`config.mk`:
```
export PLATFORM = sky130hd
export DESIGN_NAME = e2q_cell
export DESIGN_NICKNAME = d
export VERILOG_FILES = /design/src/rtl/core/e2q_pkg.sv /design/src/rtl/core/e2q_cell.sv
export SDC_FILE = /design/constraint.sdc
export NUM_CORES = 1
export LEC_CHECK = 0
export BUFFER_PORTS_ARGS = -buffer_cell sky130_fd_sc_hd__buf_4
export CORE_ASPECT_RATIO = 1.1
export CORE_MARGIN = 10
export CORE_UTILIZATION = 54
export CTS_CLUSTER_DIAMETER = 120
export DETAILED_ROUTE_END_ITERATION = 10
export PLACE_DENSITY = 0.79
export SETUP_SLACK_MARGIN = 0.15
export SLEW_MARGIN = 20
export SYNTH_ARGS = -nofsm -noshare
export SYNTH_HDL_FRONTEND = slang
export SYNTH_SLANG_ARGS = --single-unit
export TNS_END_PERCENT = 5
```
`constraint.sdc`:
```
create_clock -name clk -period 6.2 [get_ports clk]
set_input_delay 1.24 -clock clk [delete_from_list [all_inputs] [get_ports clk]]
set_output_delay 1.24 -clock clk [all_outputs]
set_load 0.005 [all_outputs]
```
`src/rtl/core/e2q_pkg.sv`:
```
// ----------------------------------------------------------------------------
// e2q_pkg
// Shared constants and the CORDIC arctangent table.
// ----------------------------------------------------------------------------
package e2q_pkg;

  localparam int CORDIC_STEPS = 28;
  localparam int ANG_W = 16;
  localparam int Q_W = 16;
  localparam int CW = 34;
  localparam int ZW = 34;
  localparam int QW = 24;

  localparam logic signed [17:0] HALF_TURN = 18'sd23040;
  localparam logic signed [17:0] QUARTER_TURN = 18'sd11520;
  localparam logic [31:0] PI_Q30 = 32'd3373259426;
  localparam logic signed [CW-1:0] CORDIC_GAIN = 34'sd652032874;

  // pi * 2^30 split as PI_DIV_HI * 23040 + PI_DIV_LO
  localparam logic [17:0] PI_DIV_HI = 18'(PI_Q30 / 32'd23040);
  localparam logic [14:0] PI_DIV_LO = 15'(PI_Q30 % 32'd23040);

  // 23040 = 512 * 45; divide by 45 as multiply by ceil(2^25 / 45), exact below 2^19
  localparam int RECIP_SHIFT = 25;
  localparam logic [19:0] RECIP_45 = 20'd745655;

  typedef struct packed {
    logic signed [CW-1:0] x;
    logic signed [CW-1:0] y;
    logic signed [ZW-1:0] z;
  } e2q_rot_t;

  typedef struct packed {
    e2q_rot_t roll;
    e2q_rot_t pitch;
    e2q_rot_t yaw;
    logic     flip_a;
    logic     flip_b;
    logic     flip_c;
  } e2q_lane_t;

  function automatic logic signed [ZW-1:0] atan_q30(input logic [4:0] i);
    logic signed [ZW-1:0] t;
    case (i)
      5'd0: t = 34'sd843314857;
      5'd1: t = 34'sd497837829;
      5'd2: t = 34'sd263043837;
      5'd3: t = 34'sd133525159;
      5'd4: t = 34'sd67021687;
      5'd5: t = 34'sd33543516;
      5'd6: t = 34'sd16775851;
      5'd7: t = 34'sd8388437;
      5'd8: t = 34'sd4194283;
      5'd9: t = 34'sd2097149;
      default: t = 34'sd1 <<< (30 - i);
    endcase
    return t;
  endfunction

endpackage

```
`src/rtl/core/e2q_cell.sv`:
```
// ----------------------------------------------------------------------------
// e2q_cell
// One CORDIC micro-rotation stage for the three angle lanes.
// ----------------------------------------------------------------------------
module e2q_cell
  import e2q_pkg::*;
#(
  parameter int STEP = 0
) (
  input  logic      clk,
  input  logic      en,
  input  e2q_lane_t lane_i,
  output e2q_lane_t lane_o
);

  function automatic e2q_rot_t rot(input e2q_rot_t a);
    e2q_rot_t r;
    logic signed [ZW-1:0] t;
    t = atan_q30(5'(STEP));
    if (!a.z[ZW-1]) begin
      r.x = a.x - (a.y >>> STEP);
      r.y = a.y + (a.x >>> STEP);
      r.z = a.z - t;
    end else begin
      r.x = a.x + (a.y >>> STEP);
      r.y = a.y - (a.x >>> STEP);
      r.z = a.z + t;
    end
    return r;
  endfunction

  e2q_lane_t lane_nxt;

  always_comb begin
    lane_nxt       = lane_i;
    lane_nxt.roll  = rot(lane_i.roll);
    lane_nxt.pitch = rot(lane_i.pitch);
    lane_nxt.yaw   = rot(lane_i.yaw);
  end

  always_ff @(posedge clk) begin
    if (en) lane_o <= lane_nxt;
  end

endmodule

```
# ---- Word level (Yosys, flattened, before mapping)
# Index checks and enable logic that the tools add are counted.
dict set report totals {
  in_bits 311
  elab_cells 30
  out_inout_bits 309
  register_bits 309
}
dict set report classes {
  add_sub_neg 15
  mux 3
}
# cell count
set ops {}
lappend ops {{2-to-1 mux 102 bit} 3}
lappend ops {{subtractor 34 bit} 6}
lappend ops {{adder 34 x 31 -> 34 bit (second input constant)} 3}
lappend ops {{adder 34 bit} 3}
lappend ops {{subtractor 34 x 31 -> 34 bit (second input constant)} 3}

# ---- Logic depth before layout (Yosys ltp)
dict set report logic_depth {
  ltp_word 2
  depth_mapped 14
  mapped_depth_nobuf 13
}

# ---- Worst setup path after synthesis
# No wires, ideal clock.
dict set report synth_timing {
  path_type {input port to flip-flop}
  from {input lane_i[240] (netlist bit)}
  to {register lane_o[239] (netlist bit) (data pin)}
  path_buffers 2
  cell_stages 14
  t_arrival_ns 4.461
  t_required_ns 5.942
  setup_slack_ns 1.482
  cell_sequence {clkbuf_1 inv_2 clkbuf_1 ha_1 nor2b_1 o211ai_1 a31oi_1 or3_1 a21oi_1 nor3_1 o21a_1 a311o_1 a21oi_1 xnor2_1}
}
# item line_no
set synth_lines {}
lappend synth_lines {{start: declaration} e2q_cell.sv:12} ;# input e2q_lane_t lane_i,
lappend synth_lines {{end signal: assignment} e2q_cell.sv:42} ;# if (en) lane_o <= lane_nxt;
lappend synth_lines {{end: declaration} e2q_cell.sv:13} ;# output e2q_lane_t lane_o

==> flow_summary.yaml <==
place:
  port-buffer-count: 619
  placement.cell_area_sq_um: 35900
  dpl_wire_length_microns: 91100
  place_congestion: 1.00
clock_network:
  cts_buffers: 38
  path_clk_slew_ps: 60
  clock_sink_count: 306
  cts_buffer_depth: 3
  cts_tree: "built"
  cts_root_buf: "clkbuf_16"
  htreeDepth: 2
  cts_hold_buffers: 0
  cts_post_setup_buffers_inserted: 0
  cts_resized: 0
floorplanning:
  fp-row-count: 91
  io_pins: 620
  initial_core_utilization_pct: 54.7
  die_outline_area_sq_um: 67100
  core_sq_um: 56400
  dieWidth_microns: 248
  dieHeight_microns: 271
final_layout:
  layout.core_utilization_pct: 65.9
  final_cell_mix: "buf_4, a21oi_1, ha_1"
  regMostFlops: "lane_o"
  flow.area_growth_from_synthesis_pct: 20.4
  final_layout_size_suffix_gt1_share_pct: 17.9
  max_reg_flops: 306
  commonest_non_fill_non_tap_cell_in_the_layout: "buf_4"
  final_area_sq_um: 37100
  design.final.nets: 4814
  largestRegisters: "lane_o x306"
  final.fill_count: 4860
logic_synthesis:
  synth_flop_cell: "edfxtp_1"
  ys_seq_area_share_pct: 29.8
  number_of_enable_type_register_cells_in_the_synthesized_netlist: 306
  synth-async-reset-ratio_pct: 0
  synthesis.area_sq_um: 30800
  synth.yosys.warnings: 0
  synth.ff_latch_count: 306
  avg_synthesized_cell_area_sq_um: 8.64
  synth_fp_nets: 4288
  postSynthCellCount: 3572
  synth.lib_cells_used.distinct: 94
drt:
  totalWireLength_microns: 113000
  first_pass_iters: 6
  wl_per_cell_microns: 23.1
  total_via_count_after_detailed_routing: 29500
  drc_errors: 0
  ant_nets: 0
  dr.first_iter.drc_count: 2847
  vias_per_cell: 6.05
sta:
  fmaxAchievable_mhz: 231
  hold_viol_final: 0
  setup-violations-final: 0
  rsz0062_at_grt: "false"
  final_period_minus_worst_setup_slack_ps: 4320
  maxSlewHeadroom_pct: 27.1
  layout_worst_path_cycle_share_pct: 69.7
  slew_viol_final: 0
  tns_ps: 0
  worst_slew_pin_slew_ps: 1090
global_route:
  first_global_vias: 28800
  grt_overflow_total: 0
  grt_max_degree: 117
  tot_gr_track_use_pct: 32.0
  grt_pass1_wl_microns: 169000
  initial_antenna_violation_count: 21
setup_path:
  critical_path.endpoint_type: "register"
  critPathBufInv: 2
  worst-path-stages: 13
  start_kind: "input port"
  crit_path_max_fanout: 13
  critical_path.max_stage_delay_ps: 600
  critPathKind: "in2reg"
  critPathRequiredTime_ps: 6500
  worstPathCellList: "buf_4 > inv_1 > ha_1 > or3_4 > nor3_1 > a211oi_2 > a21boi_2 > o31a_1 > o41a_1 > a41o_1 > or3_1 > a31o_1 > xnor2_1"
  critical_path_arrival_ps: 4620
  critical-path-slowest-cell: "ha_1"
  critical_path.top_delay_family: "compound AO/OA/AOI/OAI gates"
power_and_ir_drop:
  leakage_nw: 16.8
  fin_total_pwr_w: 0.00853
  power.ir.vdd_worst_mv: 0.162
  powerDensity_nw_per_um2: 230
flow_run:
  max-cap-violations: 0
status:
  status: "completed"
hold_path:
  hold_class: "in2reg"
  whs_path_depth: 1
layer usage:
metal  vias up  share of wire [%]  track usage, %
met1     13800                 37            36.5
met3       288                 10            8.28
met5         -              0.083               0
li1      13900                  -               -
met2      1474                 48            54.2
met4        14                5.1            15.9
kinds of logic after synthesis:
kind of cell,after synthesis,share of synthesized area [%]
xor+xnor,281,7.98
flops,306,29.8
fa+ha+maj,405,16.7
compound gates,1238,25.1
buf+inv,489,6.37
simple gates,801,12.4
mux,52,1.69
cells in the mapped netlist, types with 28 or more instances:
master / number / area share [%]
nor3_1: 59 / 0.96
o21a_1: 31 / 0.75
a31oi_1: 29 / 0.59
a21o_1: 114 / 2.8
o211ai_1: 32 / 0.78
xor2_1: 54 / 1.5
clkbuf_1: 98 / 1.2
nand2_1: 164 / 2.0
ha_1: 393 / 16
a21oi_1: 467 / 7.6
o21bai_1: 89 / 2.2
edfxtp_1: 306 / 30
nand2b_1: 47 / 0.95
o21ai_0: 163 / 2.6
a211oi_1: 40 / 0.97
nand4_1: 41 / 0.83
mux2i_1: 51 / 1.7
nor2_1: 277 / 3.4
nor2b_1: 34 / 0.69
nand3_1: 56 / 0.91
xnor2_1: 227 / 6.4
o31ai_1: 28 / 0.68
o21ai_1: 77 / 1.2
inv_1: 322 / 3.9
per-stage QoR:
stage / worst slack [ps] / std cells / hold slack [ps]
after CTS: 1990 / 4869 / 823
after global routing: 1720 / 4882 / 833
after global placement: 1440 / 4802 / 1420
after floorplan: 1480 / 3572 / 1340
final: 1880 / 4883 / 851
after detailed placement: 1420 / 4802 / 1420
worst paths after layout:
kind | start | endpoint
min | lane_i[0] | lane_o[0]
max | lane_i[247] | lane_o[274]
area by class of cell:
| class | instances | area, sq um | area share (%) |
|---|---|---|---|
| clock inverter | 25 | 256 | 0.691 |
| clock buffer | 42 | 987 | 2.66 |
| multi-input combinational | 2777 | 19700 | 53.0 |
| antenna | 14 | 35.0 | 0.0943 |
| sequential | 306 | 9190 | 24.7 |
| timing repair buffer | 630 | 4750 | 12.8 |
| tap | 744 | 931 | 2.51 |
| inverter | 345 | 1290 | 3.49 |
power by group:
group,total (W),internal [W],switching [W]
Sequential,0.00291,0.00276,0.000146
Combinational,0.00333,0.00143,0.00190
Clock,0.00229,0.00135,0.000938
Total,0.00853,0.00554,0.00298
No activity file was read; power rests on OpenSTA's default activity.
