--- config.mk ---
export PLATFORM = sky130hd
export DESIGN_NAME = e2q_prep
export DESIGN_NICKNAME = d
export VERILOG_FILES = /design/src/rtl/core/e2q_pkg.sv /design/src/rtl/core/e2q_prep.sv
export SDC_FILE = /design/constraint.sdc
export NUM_CORES = 1
export LEC_CHECK = 0
export BUFFER_PORTS_ARGS = -buffer_cell sky130_fd_sc_hd__buf_2
export CAP_MARGIN = 20
export CORE_ASPECT_RATIO = 1.5
export CORE_UTILIZATION = 65
export CTS_CLUSTER_SIZE = 8
export DETAILED_ROUTE_END_ITERATION = 16
export PLACE_DENSITY = 0.91
export SLEW_MARGIN = 15
export SYNTH_ARGS = -nofsm -noshare
export SYNTH_HDL_FRONTEND = slang
export SYNTH_SLANG_ARGS = --single-unit
--- constraint.sdc ---
create_clock -name clk -period 15.7 [get_ports clk]
set_input_delay 1.57 -clock clk [delete_from_list [all_inputs] [get_ports clk]]
set_output_delay 1.57 -clock clk [all_outputs]
set_load 0.005 [all_outputs]
--- src/rtl/core/e2q_pkg.sv ---
// ----------------------------------------------------------------------------
// e2q_pkg
// Shared constants and the CORDIC arctangent table.
// ----------------------------------------------------------------------------
package e2q_pkg;

  localparam int CORDIC_STEPS = 28;
  localparam int ANG_W = 16;
  localparam int Q_W = 16;
  localparam int CW = 34;
  localparam int ZW = 34;
  localparam int QW = 24;

  localparam logic signed [17:0] HALF_TURN = 18'sd23040;
  localparam logic signed [17:0] QUARTER_TURN = 18'sd11520;
  localparam logic [31:0] PI_Q30 = 32'd3373259426;
  localparam logic signed [CW-1:0] CORDIC_GAIN = 34'sd652032874;

  // pi * 2^30 split as PI_DIV_HI * 23040 + PI_DIV_LO
  localparam logic [17:0] PI_DIV_HI = 18'(PI_Q30 / 32'd23040);
  localparam logic [14:0] PI_DIV_LO = 15'(PI_Q30 % 32'd23040);

  // 23040 = 512 * 45; divide by 45 as multiply by ceil(2^25 / 45), exact below 2^19
  localparam int RECIP_SHIFT = 25;
  localparam logic [19:0] RECIP_45 = 20'd745655;

  typedef struct packed {
    logic signed [CW-1:0] x;
    logic signed [CW-1:0] y;
    logic signed [ZW-1:0] z;
  } e2q_rot_t;

  typedef struct packed {
    e2q_rot_t roll;
    e2q_rot_t pitch;
    e2q_rot_t yaw;
    logic     flip_a;
    logic     flip_b;
    logic     flip_c;
  } e2q_lane_t;

  function automatic logic signed [ZW-1:0] atan_q30(input logic [4:0] i);
    logic signed [ZW-1:0] t;
    case (i)
      5'd0: t = 34'sd843314857;
      5'd1: t = 34'sd497837829;
      5'd2: t = 34'sd263043837;
      5'd3: t = 34'sd133525159;
      5'd4: t = 34'sd67021687;
      5'd5: t = 34'sd33543516;
      5'd6: t = 34'sd16775851;
      5'd7: t = 34'sd8388437;
      5'd8: t = 34'sd4194283;
      5'd9: t = 34'sd2097149;
      default: t = 34'sd1 <<< (30 - i);
    endcase
    return t;
  endfunction

endpackage

--- src/rtl/core/e2q_prep.sv ---
// ----------------------------------------------------------------------------
// e2q_prep
// Wrap one half angle, fold into a quarter turn, scale to Q30 radians.
// Three stages: fold, then partial products, then exact divide by 23040.
// ----------------------------------------------------------------------------
module e2q_prep
  import e2q_pkg::*;
(
  input  logic                    clk,
  input  logic                    en,
  input  logic signed [ANG_W-1:0] ang,
  output logic signed [ZW-1:0]    z0,
  output logic                    flip
);

  logic signed [17:0] v0, v1, v2;
  logic               f0;
  logic [14:0]        mag_r;
  logic               neg_r, flip_r;
  logic [31:0]        hi_r;
  logic [27:0]        lo_r;
  logic               neg2_r, flip2_r;
  logic [18:0]        lo_q;
  logic [38:0]        prod;
  logic [31:0]        res;
  logic [ZW-1:0]      zo;

  always_comb begin
    v0 = 18'(ang);
    v1 = v0;
    if (v0 >= HALF_TURN) v1 = v0 - 18'sd46080;
    if (v0 < -HALF_TURN) v1 = v0 + 18'sd46080;
    v2 = v1;
    f0 = 1'b0;
    if (v1 > QUARTER_TURN) begin
      v2 = v1 - HALF_TURN;
      f0 = 1'b1;
    end else if (v1 < -QUARTER_TURN) begin
      v2 = v1 + HALF_TURN;
      f0 = 1'b1;
    end
  end

  always_ff @(posedge clk) begin
    if (en) begin
      mag_r  <= v2[17] ? 15'(-v2) : 15'(v2);
      neg_r  <= v2[17];
      flip_r <= f0;
    end
  end

  always_ff @(posedge clk) begin
    if (en) begin
      hi_r    <= 32'(mag_r) * 32'(PI_DIV_HI);
      lo_r    <= 28'(mag_r) * 28'(PI_DIV_LO) + 28'(QUARTER_TURN);
      neg2_r  <= neg_r;
      flip2_r <= flip_r;
    end
  end

  always_comb begin
    lo_q = lo_r[27:9];
    prod = 39'(lo_q) * 39'(RECIP_45);
    res  = hi_r + 32'(prod >> RECIP_SHIFT);
    zo   = {2'b00, res};
  end

  always_ff @(posedge clk) begin
    if (en) begin
      z0   <= neg2_r ? -$signed(zo) : $signed(zo);
      flip <= flip2_r;
    end
  end

endmodule

## After elaboration in Yosys (flattened, before gate mapping)

Index checks and enable logic that the tools add are counted.

- Add/sub/neg operators: 8
- Multipliers: 3
- $lt $le $gt $ge: 4
- Multiplexer cells: 7

Operator list:

| cell | number |
|---|---|
| $mux W18 | 4 |
| $mul A19 B20 Y39 const B | 1 |
| $neg A32 Y34 | 1 |
| $add A32 B14 Y32 | 1 |
| $mux W32 | 1 |
| $mul A15 B15 Y29 const B | 1 |
| $add A28 B14 Y28 const B | 1 |
| $mul A15 B14 Y27 const B | 1 |
| $add A16 B17 Y18 const B | 1 |
| $add A18 B16 Y18 const B | 1 |
| $gt A18 B15 Y1 const B | 1 |
| $lt A18 B15 Y1 const B | 1 |
| $sub A16 B17 Y18 const B | 1 |
| $sub A18 B16 Y18 const B | 1 |
| $ge A16 B16 Y1 const B | 1 |
| $lt A16 B16 Y1 const B | 1 |
| $mux W15 | 1 |
| $neg A15 Y15 | 1 |
| $mux W1 | 1 |

- Flip-flop bits (word level): 111
- Bits of input ports: 18

## Depth between registers and ports, before layout

- Word-level depth: 8
- Gate-level depth with buffers: 34

## Worst setup path after synthesis

No wires, ideal clock.

- Path type: reg2reg
- Start point: register lo_r[25]
- End point: register z0[30], data pin
- Arrival: 8795 ps
- Slack: 6642 ps
- Stages on the path, launching flop included: 35
- Buffers on the path: 0
- Period minus slack after synthesis: 9058 ps
- Path through: edfxtp_1 fa_1 inv_1 fa_1 inv_1 fa_1 inv_1 fa_1 inv_1 fa_1 inv_1 fa_1 inv_1 ha_1 nand2_1 nor3_1 nand3_1 a31oi_1 o2111ai_1 a31oi_1 a21boi_0 o21bai_1 a21oi_1 xnor2_1 ha_1 a21o_1 or4_4 and2_4 a21oi_1 nand4bb_1 a2111o_1 or4_4 a211o_4 o31ai_4 xnor2_1

- Word-level cells in the longest chain between the ends: 4

RTL lines:

| what | RTL line | source |
|---|---|---|
| start, declared | e2q_prep.sv:21 | `logic [27:0] lo_r;` |
| start signal, assigned | e2q_prep.sv:55 | `lo_r <= 28'(mag_r) * 28'(PI_DIV_LO) + 28'(QUARTER_TURN);` |
| $mul A19 B20 Y39 * | e2q_prep.sv:63 | `prod = 39'(lo_q) * 39'(RECIP_45);` |
| $add A32 B14 Y32 * | e2q_prep.sv:64 | `res = hi_r + 32'(prod >> RECIP_SHIFT);` |
| $neg A32 Y34 | e2q_prep.sv:70 | `z0 <= neg2_r ? -$signed(zo) : $signed(zo);` |
| $mux W32 * | e2q_prep.sv:70 |  |
| end signal, assigned | e2q_prep.sv:70 |  |
| end, declared | e2q_prep.sv:12 | `output logic signed [ZW-1:0] z0,` |

Mark *: on every way between the ends. The rest lies on a longest branch, timed or not.
A chain may end at the register's enable or synchronous reset.

## Final worst setup path

- Start point: register lo_r[19]
- End point: register z0[30], data pin

Same word-level chain as after synthesis.

==> impl_results.md <==
- H-tree depth: 3
- Pin count of the biggest net entering global routing: 87
- Placed Area: 20300 um^2
- Starting density of the core: 66.4%
- Tot GR Track Use: roughly 33%
- Most frequent cells in the layout: inv_1, ha_1, fa_1
- Yosys reg bits: 102
- Initial antenna violation count: 0
- Top Metal Used: met4
- Post-detailed-routing wire length: 48300 um
- Number of clock sinks: 102
- Num CTS Buffers: 9
- Status: completed
- CP Max Fanout: 6
- Placed Cells: 2394
- Setup TNS: 0 ns
- Slew headroom: 23.9%
- Main area contributors after synthesis: fa_1, ha_1, edfxtp_1
- Min Hold Slack: around 0.43 ns
- CP arrival: slightly above 10 ns
- Root Buffer Master: clkbuf_16
- Number of global-route vias before repair: 15847
- Final instance area: a little over 20000 um^2
- Register area share after synthesis: between 10% and 20%
- CTS clk-pin slew, worst paths: 0.08 ns
- Startpoint types: register
- Class of the worst hold path: reg2reg
- Num rows: 77
- Slew @ Worst Pin: between 1 and 1.5 ns
- Layout area overhead: 5.41%
- Layout Nets: 2663
- Crit path from: lo_r[19]$_DFFE_PP_
- Syn Nets: approximately 2600
- CTS tree: yes
- Setup-failing EPs final: 0
- I/O Buffers: between 50 and 60
- Setup bufs post-CTS: 0
- Hold Vio Cnt, Final: 0
- Total gr overflow: 0
- Max-Cap Viols: 0
- Crit. End Element: register
- Kind of critical path: reg2reg
- Final period util: around 65%
- First-pass GRT wire length: a little under 80000 um
- Post-synth top area share: between 20% and 30%
- DRC: 0
- Unrepaired setup endpoints after global routing: no
- DR WL/cell: 20.0 um
- Met3 routed WL: 2190 um
- Syn Std Cell Area: around 20000 um^2
- Detailed Route Iter0 Violations: 798
- Crit path top cell by count: fa_1
- Met2 routed WL: 25800 um
- Die Y: 215 um
- Largest area contributor in the netlist: fa_1
- YS warnings: 0
- Metal-1 WL: 16100 um
- Crit path time final: 10.26 ns
- CTS hold repair buffers: 0
- Vias/cell: 5.92
- Max Freq: 97.5 MHz
- Clock Latency Late Sink: 0.38 ns
- Routability congestion estimate: 1.03
- Worst flop-to-flop path startpoint: lo_r[19]$_DFFE_PP_
- Die X-Extent: 144 um
- Crit path largest cell delay: 0.57 ns
- Req. time, crit path: about 16 ns
- Clock skew: approximately 0.012 ns
- Pre-Repair DR Iteration Count: 8
- Final ANT Viol Nets: 0
- Pins Over Slew Limit: 0
- Clock Tree Buf Depth: 2
- Mapped Avg Cell Area: 10.0 um^2
- Num ports: 53
- Post-synth EDFFs: 102
- Hpwl dp: about 40000 um
- Layout cells sized above 1: about 4.8%
- Synthesized instance count: 1963
- Asr flop ratio synth: 0%
- Hold wc startpoint: flip2_r$_DFFE_PP_
- Layout Cells excl Fill: around 2400
- Post-CTS Resized: 0
- Commonest non-fill, non-tap cell in the layout: inv_1
- Vias: around 14000
- Yosys cell types: 76
- Ant. Diodes: 0
- Core Box Area: 29600 um^2
- Die area: 30900 um^2
- Slowest stage cell on the critical path: or4_4
- Main synth FF type: edfxtp_1
[layout make-up]
| type | count | area (um^2) |
|---|---|---|
| sequential | 102 | 3060 |
| timing repair buffer | 55 | 313 |
| inverter | 501 | 1880 |
| clock inverter | 7 | 97.6 |
| multi-input combinational | 1343 | 14600 |
| tap | 395 | 494 |
| fill | 2080 | 8890 |
| clock buffer | 9 | 225 |
[routing by layer]
layer | GRT usage [%] | vias to the layer above
li1 | - | 6548
met1 | 31.9 | 7013
met2 | 61.0 | 512
met3 | 5.99 | 216
met4 | 27.6 | 0
met5 | 0 | -
[stage by stage]
stage	setup slack, ns	utilization [%]
global placement	6.11	68.7
floorplan	6.64	-
detailed placement	5.71	68.7
global route	5.10	70.0
CTS	5.70	69.8
finish	5.44	70.0
[worst paths after layout]
path,end,slack [ns],depth (start not counted)
setup / recovery,z0[30]$_DFFE_PP_,5.44,32
hold / removal,flip$_DFFE_PP_,0.43,0
setup reg to reg,z0[30]$_DFFE_PP_,5.44,32
hold reg to reg,flip$_DFFE_PP_,0.43,0
[registers in the layout (all words and copies together), names as in the netlist]
name     count
hi_r        29
z0          34
neg_r        1
neg2_r       1
mag_r       15
lo_r        19
flip_r       1
flip2_r      1
flip         1
[Yosys cell counts, types with 10 or more instances]
cell type,number
a211oi_1,16
a21o_1,31
a21oi_1,66
a31oi_1,11
clkbuf_1,12
edfxtp_1,102
fa_1,259
ha_1,374
inv_1,500
nand2_1,61
nand2b_1,10
nand3_1,21
nand4_1,14
nor2_1,52
nor2b_1,17
nor3_1,25
o21a_1,17
o21ai_0,42
o31ai_1,11
or2_2,10
or3_1,16
xnor2_1,113
xor2_1,41
[worst max-delay path: cells and delay by family, from the launching register on]
kind / cells / cell delay, ns
compound gates: 11 / 3.26
fa+ha+maj: 8 / 3.60
flops: 1 / 0.51
simple gates: 7 / 2.19
xor+xnor: 2 / 0.24
buf+inv: 4 / 0.21
[cells by family after synthesis]
family,share of synthesized area [%]
compound gates,9.68
xor+xnor,6.99
fa+ha+maj,50.3
buf+inv,9.95
flops,15.6
mux,0.465
simple gates,7.06
Power is not shown: default switching activity piles up to over one toggle a cycle in this logic, so the estimate is an artifact.
